### config.mk
export PLATFORM = sky130hd
export DESIGN_NAME = sacn_index_gather
export DESIGN_NICKNAME = d
export VERILOG_FILES = /design/src/hw/rtl/sacn_pkg.sv /design/src/hw/rtl/sacn_index_gather.sv
export SDC_FILE = /design/constraint.sdc
export NUM_CORES = 1
export LEC_CHECK = 0
export BUFFER_PORTS_ARGS = -buffer_cell sky130_fd_sc_hd__buf_2
export CAP_MARGIN = 20
export CORE_UTILIZATION = 69
export DETAILED_ROUTE_END_ITERATION = 16
export PLACE_DENSITY = 0.95
export SYNTH_ARGS = -nofsm -noshare
export SYNTH_HDL_FRONTEND = slang
export SYNTH_SLANG_ARGS = --single-unit
### constraint.sdc
create_clock -name vclk -period 19.9
set_clock_uncertainty 0.2 [all_clocks]
set_input_delay 0.995 -clock vclk [all_inputs]
set_output_delay 0.995 -clock vclk [all_outputs]
set_load 0.01 [all_outputs]
### src/hw/rtl/sacn_pkg.sv
package sacn_pkg;

    localparam int SETS     = 256;
    localparam int WAYS     = 4;
    localparam int ADDR_W   = 32;
    localparam int TAG_W    = 32;
    localparam int MASK_W   = 32;
    localparam int CNT_W    = 32;

    // floor(log2(n)), number of index bits gathered from the address
    function automatic int floor_log2(input int n);
        int b;
        int v;
        b = 0;
        v = n;
        while (v > 1) begin
            v = v >> 1;
            b = b + 1;
        end
        return b;
    endfunction

    localparam int IDX_BITS = floor_log2(SETS);
    localparam int SET_W    = (IDX_BITS > 0) ? IDX_BITS : 1;
    localparam int WAY_W    = (WAYS > 1) ? $clog2(WAYS) : 1;
    localparam int WAYS_W   = $clog2(WAYS + 1);
    localparam int POS_W    = $clog2(MASK_W + 1);

    // configuration register indexes
    localparam logic [1:0] CFG_OFFSET_BITS = 2'd0;
    localparam logic [1:0] CFG_INDEX_MASK  = 2'd1;
    localparam logic [1:0] CFG_WAYS_IN_USE = 2'd2;

    // one set: flags and tags of every way
    typedef struct packed {
        logic [WAYS-1:0]             valid;
        logic [WAYS-1:0]             nru;
        logic [WAYS-1:0][TAG_W-1:0]  tag;
    } t_line;

    // lookup decision for one access
    typedef struct packed {
        logic             hit;
        logic [WAY_W-1:0] way;
        t_line            line;
    } t_sel;

endpackage

### src/hw/rtl/sacn_index_gather.sv
module sacn_index_gather (
    input  logic [sacn_pkg::ADDR_W-1:0] i_addr,
    input  logic [sacn_pkg::MASK_W-1:0] i_mask,
    output logic [sacn_pkg::SET_W-1:0]  o_set
);
    import sacn_pkg::*;

    // Each mask bit knows its rank from a prefix popcount; ranks below
    // IDX_BITS land in the set index.
    always_comb begin
        logic [POS_W-1:0] pos;
        o_set = '0;
        for (int b = 0; b < MASK_W; b++) begin
            pos = POS_W'($countones(i_mask & ((MASK_W'(1) << b) - MASK_W'(1))));
            for (int k = 0; k < IDX_BITS; k++) begin
                if (i_mask[b] && (pos == POS_W'(k)) && (b < ADDR_W) && i_addr[b]) begin
                    o_set[k] = 1'b1;
                end
            end
        end
    end

endmodule

==> key figures <==
Job
  • MaxCap Viol Count: 0

Setup path
  • Crit path kind: in -> out
  • Crit path DAT: about 9600 ps
  • Peak fanout along the critical path: 15
  • Crit start category: primary input
  • CP Data Required Time: 18700 ps
  • Crit end category: output port

Synth
  • Netlist cell types: between 70 and 80
  • Synth top area share: 18.0%
  • Post-synthesis adder-cell area fraction: a little over a third
  • Synth Area in Simple Gates: 32.4%
  • Seq/Total Area, Yosys: 0%
  • Synth Warn #: 0
  • Largest area contributor in the netlist: ha_1
  • Syn Area/Cell: 7.59 sq um
  • Mapped Cells: 982
  • Largest family of logic cells by synthesized area: adder cells
  • Synth Area in Compound Gates: around a fifth
  • Synth top area cells: ha_1 (18%), fa_1 (17%), inv_1 (5.3%)
  • Cell area after synthesis: 7450 sq um
  • Synth Area in XOR/XNOR: 5.54%
  • Mux share of post-synthesis cell area: 0.823%
  • Syn_nets: 1216
  • Top cells by count, synth: ha_1 (107), inv_1 (105), nand2_1 (76)
  • Most numerous cell in the Yosys netlist: ha_1

Floorplanning
  • Initial Util: 71.6%
  • Die area: 11200 sq um
  • Rows: 37
  • Die Span Y: 106 um
  • I/O Pins: 72
  • Core footprint: 10400 sq um
  • Chip width: 106 um

Timing
  • Period utilization: between 50% and 60%
  • Final hold slack: 2370 ps
  • Endpoints failing setup: 0
  • Max Slew Vio Count: 0
  • Fin. Hold Viols: 0
  • Worst Tran Pin Value: 951 ps
  • Setup TNS: 0 ps
  • Unrepaired setup endpoints after global routing: false
  • Max Clock Freq: 92.8 MHz
  • Slew HR: roughly 36%
  • Final min period: 10780 ps

Drt
  • Vias per cell: ~7.3
  • DRC viols: 0
  • Drt initial violations: 1106
  • WL per Instance: 22.4 um
  • Router iterations before antenna repair: 8
  • Post-route ant nets: 0
  • Routed WL: 26500 um
  • DR vias: 8630

Status
  • Status: finished, final reports clean

Layout
  • Post-route cell area: 7950 sq um
  • Sequential cell area: 0 sq um
  • Layout cells sized above 1: 9.96%
  • Area growth, synth to finish: 6.70%
  • # clk buffers: 0
  • Final core occ: roughly three quarters
  • Seq cells: 0
  • Final net count: 1280

Place
  • GP Congestion: ~1.1
  • Hpwl dp: between 20000 and 25000 um
  • Area after DPL: approximately 8000 sq um
  • Port Buffers: 72

Global route
  • Vias in the first global route: 8394
  • Largest net degree at the start of global routing: 20
  • Grt total ovfl: 0
  • Global-route wire length before repair: 42100 um
  • Initial antenna violation count: 1
  • GRT Total Usage: 47.4%

CTS
  • Cts hold-fix bufs: 0
  • Post-CTS sizing: 0
  • Post-CTS setup buffers: 0

Hold path
  • Worst min path class: in -> out
## cell usage in the layout (no fill, tap or decap), types with 25 or more instances in the layout
cell / Yosys / final
nand4_1: 30 / 30
buf_2: 3 / 72
a21oi_1: 27 / 27
inv_1: 105 / 105
fa_1: 63 / 63
nand2_1: 76 / 76
nor2_1: 67 / 67
nand3_1: 46 / 46
nor3_1: 49 / 49
xnor2_1: 26 / 26
nor4_1: 25 / 25
ha_1: 107 / 107
## cell type report
class | count | area (sq um)
Inverter | 111 | 419
Tap cell | 136 | 170
Antenna cell | 1 | 2.50
Fill cell | 761 | 2460
Timing Repair Buffer | 74 | 375
Multi-Input combinational cell | 859 | 6990
## routing by layer
layer / share of wire [%] / global-route usage (%) / wire (um) / vias up
li1: - / - / - / 3802
met5: 0 / 0 / 0 / -
met1: 37 / 55.9 / 9700 / 3912
met4: 8.5 / 32.0 / 2260 / 0
met2: 44 / 78.3 / 11700 / 701
met3: 11 / 8.71 / 2880 / 215
## critical path, stage by stage
cell,delay (ps)
buf_2,130
inv_1,70
ha_1,360
inv_1,80
fa_1,420
inv_1,80
ha_1,390
xor2_1,240
ha_1,610
inv_1,300
fa_1,590
inv_1,50
ha_1,240
fa_1,920
clkinv_1,570
fa_1,670
inv_1,90
ha_1,410
fa_1,480
and3_1,220
o21a_1,170
o2111ai_1,300
nor4_1,110
nor4_1,380
nand4_1,140
nor3_1,250
o311ai_1,140
buf_2,170
## cell families (layout without fill, tap and decap cells)
| logic type | after synthesis | after routing |
|---|---|---|
| other | 0 | 1 |
| buffers and inverters | 123 | 185 |
| XOR/XNOR | 43 | 43 |
| multiplexers | 6 | 6 |
| AO/OA/AOI/OAI | 197 | 197 |
| AND/OR/NAND/NOR | 440 | 440 |
| adder cells (fa/ha/maj) | 173 | 173 |
## through the flow
stage	cells	setup WS, ps
final	1181	9120
after global routing	1180	8720
after CTS	1180	9290
after detailed placement	1180	9310
after global placement	1180	9580
after floorplan	982	10580
## final timing paths
path | from | to | cells after the start
worst min-delay path | i_addr[12] | o_set[0] | 6
worst max-delay path | i_mask[0] | o_set[1] | 28
