[src/hw/rtl/sacn_pkg.sv]
package sacn_pkg;

    localparam int SETS     = 256;
    localparam int WAYS     = 4;
    localparam int ADDR_W   = 32;
    localparam int TAG_W    = 32;
    localparam int MASK_W   = 32;
    localparam int CNT_W    = 32;

    // floor(log2(n)), number of index bits gathered from the address
    function automatic int floor_log2(input int n);
        int b;
        int v;
        b = 0;
        v = n;
        while (v > 1) begin
            v = v >> 1;
            b = b + 1;
        end
        return b;
    endfunction

    localparam int IDX_BITS = floor_log2(SETS);
    localparam int SET_W    = (IDX_BITS > 0) ? IDX_BITS : 1;
    localparam int WAY_W    = (WAYS > 1) ? $clog2(WAYS) : 1;
    localparam int WAYS_W   = $clog2(WAYS + 1);
    localparam int POS_W    = $clog2(MASK_W + 1);

    // configuration register indexes
    localparam logic [1:0] CFG_OFFSET_BITS = 2'd0;
    localparam logic [1:0] CFG_INDEX_MASK  = 2'd1;
    localparam logic [1:0] CFG_WAYS_IN_USE = 2'd2;

    // one set: flags and tags of every way
    typedef struct packed {
        logic [WAYS-1:0]             valid;
        logic [WAYS-1:0]             nru;
        logic [WAYS-1:0][TAG_W-1:0]  tag;
    } t_line;

    // lookup decision for one access
    typedef struct packed {
        logic             hit;
        logic [WAY_W-1:0] way;
        t_line            line;
    } t_sel;

endpackage

[src/hw/rtl/sacn_way_select.sv]
module sacn_way_select (
    input  sacn_pkg::t_line             i_line,
    input  logic [sacn_pkg::TAG_W-1:0]  i_tag,
    input  logic [2:0]                  i_ways_in_use,
    output sacn_pkg::t_sel              o_sel
);
    import sacn_pkg::*;

    logic [WAYS_W-1:0] nw;
    logic [WAYS-1:0]   used;
    logic [WAYS-1:0]   hit_vec;
    logic [WAYS-1:0]   cand;
    logic [WAYS-1:0]   nru_base;

    always_comb begin
        if (i_ways_in_use == 3'd0) begin
            nw = WAYS_W'(1);
        end else if (WAYS_W'(i_ways_in_use) > WAYS_W'(WAYS) || i_ways_in_use > 3'(WAYS)) begin
            nw = WAYS_W'(WAYS);
        end else begin
            nw = WAYS_W'(i_ways_in_use);
        end
        for (int w = 0; w < WAYS; w++) begin
            used[w]    = (WAYS_W'(w) < nw);
            hit_vec[w] = used[w] && i_line.valid[w] && (i_line.tag[w] == i_tag);
        end
        // no candidate left: refill all used NRU bits, victim falls to way 0
        nru_base = (|(i_line.nru & used)) ? i_line.nru : (i_line.nru | used);
        cand     = nru_base & used;
    end

    always_comb begin
        o_sel.hit  = |hit_vec;
        o_sel.way  = '0;
        o_sel.line = i_line;
        if (|hit_vec) begin
            for (int w = WAYS - 1; w >= 0; w--) begin
                if (hit_vec[w]) begin
                    o_sel.way = WAY_W'(w);
                end
            end
        end else begin
            for (int w = WAYS - 1; w >= 0; w--) begin
                if (cand[w]) begin
                    o_sel.way = WAY_W'(w);
                end
            end
            o_sel.line.nru             = nru_base;
            o_sel.line.nru[o_sel.way]   = 1'b0;
            o_sel.line.valid[o_sel.way] = 1'b1;
            o_sel.line.tag[o_sel.way]   = i_tag;
        end
    end

endmodule

[config.mk]
export PLATFORM = sky130hd
export DESIGN_NAME = sacn_way_select
export DESIGN_NICKNAME = d
export VERILOG_FILES = /design/src/hw/rtl/sacn_pkg.sv /design/src/hw/rtl/sacn_way_select.sv
export SDC_FILE = /design/constraint.sdc
export NUM_CORES = 1
export LEC_CHECK = 0
export BUFFER_PORTS_ARGS = -buffer_cell sky130_fd_sc_hd__buf_2
export CAP_MARGIN = 20
export CORE_AREA = 2 2 120 122
export DETAILED_ROUTE_END_ITERATION = 7
export DIE_AREA = 0 0 122 124
export GPL_ROUTABILITY_DRIVEN = 0
export PLACE_DENSITY = 0.65
export RECOVER_POWER = 25
export REMOVE_ABC_BUFFERS = 1
export SLEW_MARGIN = 20
export SYNTH_ARGS = -nofsm -noshare
export SYNTH_HDL_FRONTEND = slang
export SYNTH_SLANG_ARGS = --single-unit
[constraint.sdc]
create_clock -name vclk -period 9.5
set_input_delay 1.9 -clock vclk [all_inputs]
set_output_delay 1.9 -clock vclk [all_outputs]
set_load 0.05 [all_outputs]
==> implementation parameters <==
Parameter                              Value

Routing
  Avg WL per Cell    19.4 um
  Via count    3945
  Detailed-route DRC error count    0
  Number of nets with antenna violations after detailed routing    0
  Total Wirelength    16300 um
  Detailed router's first-iteration violation count    149
  Vias per cell    4.69
  First-pass detailed-route iteration total    4

Final layout
  Ratio of cells with drive above 1 in the final layout    62.5%
  FF+latch area    0 um^2
  Area growth from synthesis to final layout    38.4%
  Final #Nets    835
  Count of filler cells inserted in the layout    1485
  Clock buffers    0
  Seq cells    0
  Finished Cell Area    5120 um^2
  Antenna diode instance count    0

Floorplan
  Initial core utilization    27.0%
  Row count    43
  Die Wd    122 um
  Core box area    13700 um^2
  I/O pins    310
  Total die area    15100 um^2
  Height of the die    124 um

Clock tree
  Number of buffers inserted to repair setup after CTS    0
  Number of gates resized after CTS    0
  Hold-fix buffers at CTS    0

Global route
  Aggregate global-route resource usage    19.8%
  Global-route wire length before repair    22600 um
  Met3 Resource Use GR    2.79%
  GR peak layer    met2
  Grt total ovfl    0
  Via count of the first global-routing pass    3837
  Number of antenna violations at the first check in global routing    1
  Met2 usage in global routing    36.7%
  Maximum number of pins on one net before global-route repair    35
  Met1 track demand over resource    24.7%

Status
  Result of the run    finished, violations left
  Failing checks    max-capacitance violations, max-slew violations

Place
  IO Port Bufs    310
  Area post-placement    5170 um^2
  Half-perimeter wire length after detailed placement    14100 um

Setup path
  Maximum fanout along the worst path    21
  Critical Path AT    5.90 ns
  First element of the critical path    i_tag[18]
  Critical Path Start Type    primary input
  Class of the most critical setup path    in2out
  Cells along the critical path    clkbuf_1 > xor2_1 > nor4_1 > nand3_1 > or3_1 > nand2_2 > nor3_1 > buf_4 > mux2_2 > buf_2
  Master of the slowest instance on the critical path    nor3_1
  Data required, critical path    7.60 ns
  Endpoint class of the critical path    output pin
  Delay contributed by the slowest stage of the critical path    1.52 ns

STA
  Period minus WS final    7.80 ns
  Fmax    128 MHz
  Worst slew margin relative to its limit    -32.0%
  Final Cycle Share    82.1%
  Final setup violating endpoints    0
  Unrepaired setup endpoints after global routing    no
  Total count of hold-check failures in the final report    0
  Setup TNS after final layout    0 ns
  Transition at the pin with the smallest max-transition slack    1.96 ns
  Final count of pins violating max slew    32

Min path
  Number of cells on the worst hold path    3
  Min-delay src    i_line[135]
  Terminating pin of the worst hold path    o_sel[135]
  Class of the worst hold path    in2out

Power
  P per Cell Area    83.8 nW/um^2
  Peak ir drop on the vdd network    33.3 uV
  Leak Pwr    0.00246 uW

Yosys
  Sequential area share after synthesis    0%
  Synthesized area    3700 um^2
  Synthesized area divided by synthesized cell count    9.44 um^2
  Number of standard cells after synthesis    392
  Synth unique cells    37
  YS warnings    0

Flow run
  Number of max-cap violations    2
==> worst max-delay path: cells and delay by family <==
family	cells	cell delay, ns
buffers and inverters	3	1.14
XOR/XNOR	1	0.36
AND/OR/NAND/NOR	5	2.10
multiplexers	1	0.40
==> cells by family (layout without fill, tap and decap cells) <==
group	Yosys count	after routing	share of synthesized area [%]
XOR/XNOR	128	128	30.3
multiplexers	128	128	44.4
AO/OA/AOI/OAI	11	11	1.69
buffers and inverters	51	321	10.0
AND/OR/NAND/NOR	74	74	13.6
==> area by class of cell <==
| type | instances | area (um^2) | share of cell area (%) |
|---|---|---|---|
| Multi-Input combinational cell | 341 | 3290 | 64.3 |
| Tap cell | 180 | 225 | 4.40 |
| Inverter | 5 | 18.8 | 0.366 |
| Timing Repair Buffer | 316 | 1580 | 30.9 |
==> power breakdown <==
group          total, uW  switching, uW  internal [uW]
clock                  0              0              0
sequential             0              0              0
combinational        429            291            138
total                429            291            138
==> worst max-delay path by stage <==
stage                 end  slack [ns]  cells after the start
2_1_floorplan  o_sel[131]        2.49                      7
3_3_place_gp     o_sel[7]        2.78                     10
3_5_place_dp     o_sel[7]        2.76                     10
4_1_cts          o_sel[7]        2.75                     10
5_1_grt          o_sel[7]        1.44                     10
6_report         o_sel[7]        1.70                     10
==> placed cells by master (no fill, tap or decap) <==
cell type,n
a21boi_0,1
a21oi_1,5
a22oi_1,1
and2_1,1
buf_16,1
buf_2,283
buf_4,5
clkbuf_1,27
inv_1,5
mux2_1,12
mux2_2,62
mux2_4,54
nand2_1,6
nand2_2,1
nand3_1,6
nand4_1,12
nor2_1,7
nor2b_1,1
nor3_1,4
nor4_1,23
nor4_2,1
nor4_4,2
o21a_1,1
o21ai_0,3
or2_1,1
or2_2,3
or3_1,1
or4_1,3
or4_4,1
or4b_2,1
xnor2_1,33
xor2_1,95
==> Yosys cell counts, types with 2 or more instances <==
master	n	area share, %
nor4_4	2	1.1
mux2_1	11	3.3
nor2_1	6	0.61
or4_1	2	0.41
o21ai_0	3	0.41
nand3_1	5	0.68
buf_2	23	3.1
or2_2	3	0.51
nor3_1	3	0.41
nand4_1	11	1.9
buf_4	4	0.81
or4_4	2	0.61
buf_6	15	4.6
nor4_1	23	3.9
xnor2_1	33	7.8
buf_8	2	0.81
xor2_1	95	22
nand2_1	6	0.61
a21oi_1	5	0.68
mux2_4	54	22
inv_1	5	0.51
clkbuf_1	2	0.20
mux2_2	63	19
==> metal layers <==
layer  vias up  share of wire [%]
met4         2                1.6
met2       188                 49
met3        14                7.2
li1       1912                  -
met1      1829                 42
met5         -              0.061
==> through the flow <==
step           total power, uW  hold slack (ns)  setup slack, ns  utilization, %  cells
3_5_place_dp               432             4.22             2.76            37.7    841
5_1_grt                    453             4.25             1.44            37.3    842
4_1_cts                    434             4.22             2.75            37.7    841
2_1_floorplan              297             4.02             2.49               -    346
3_3_place_gp               432             4.22             2.78            37.7    841
6_report                   429             4.24             1.70            37.3    842
(Power assumes the default switching activity.)
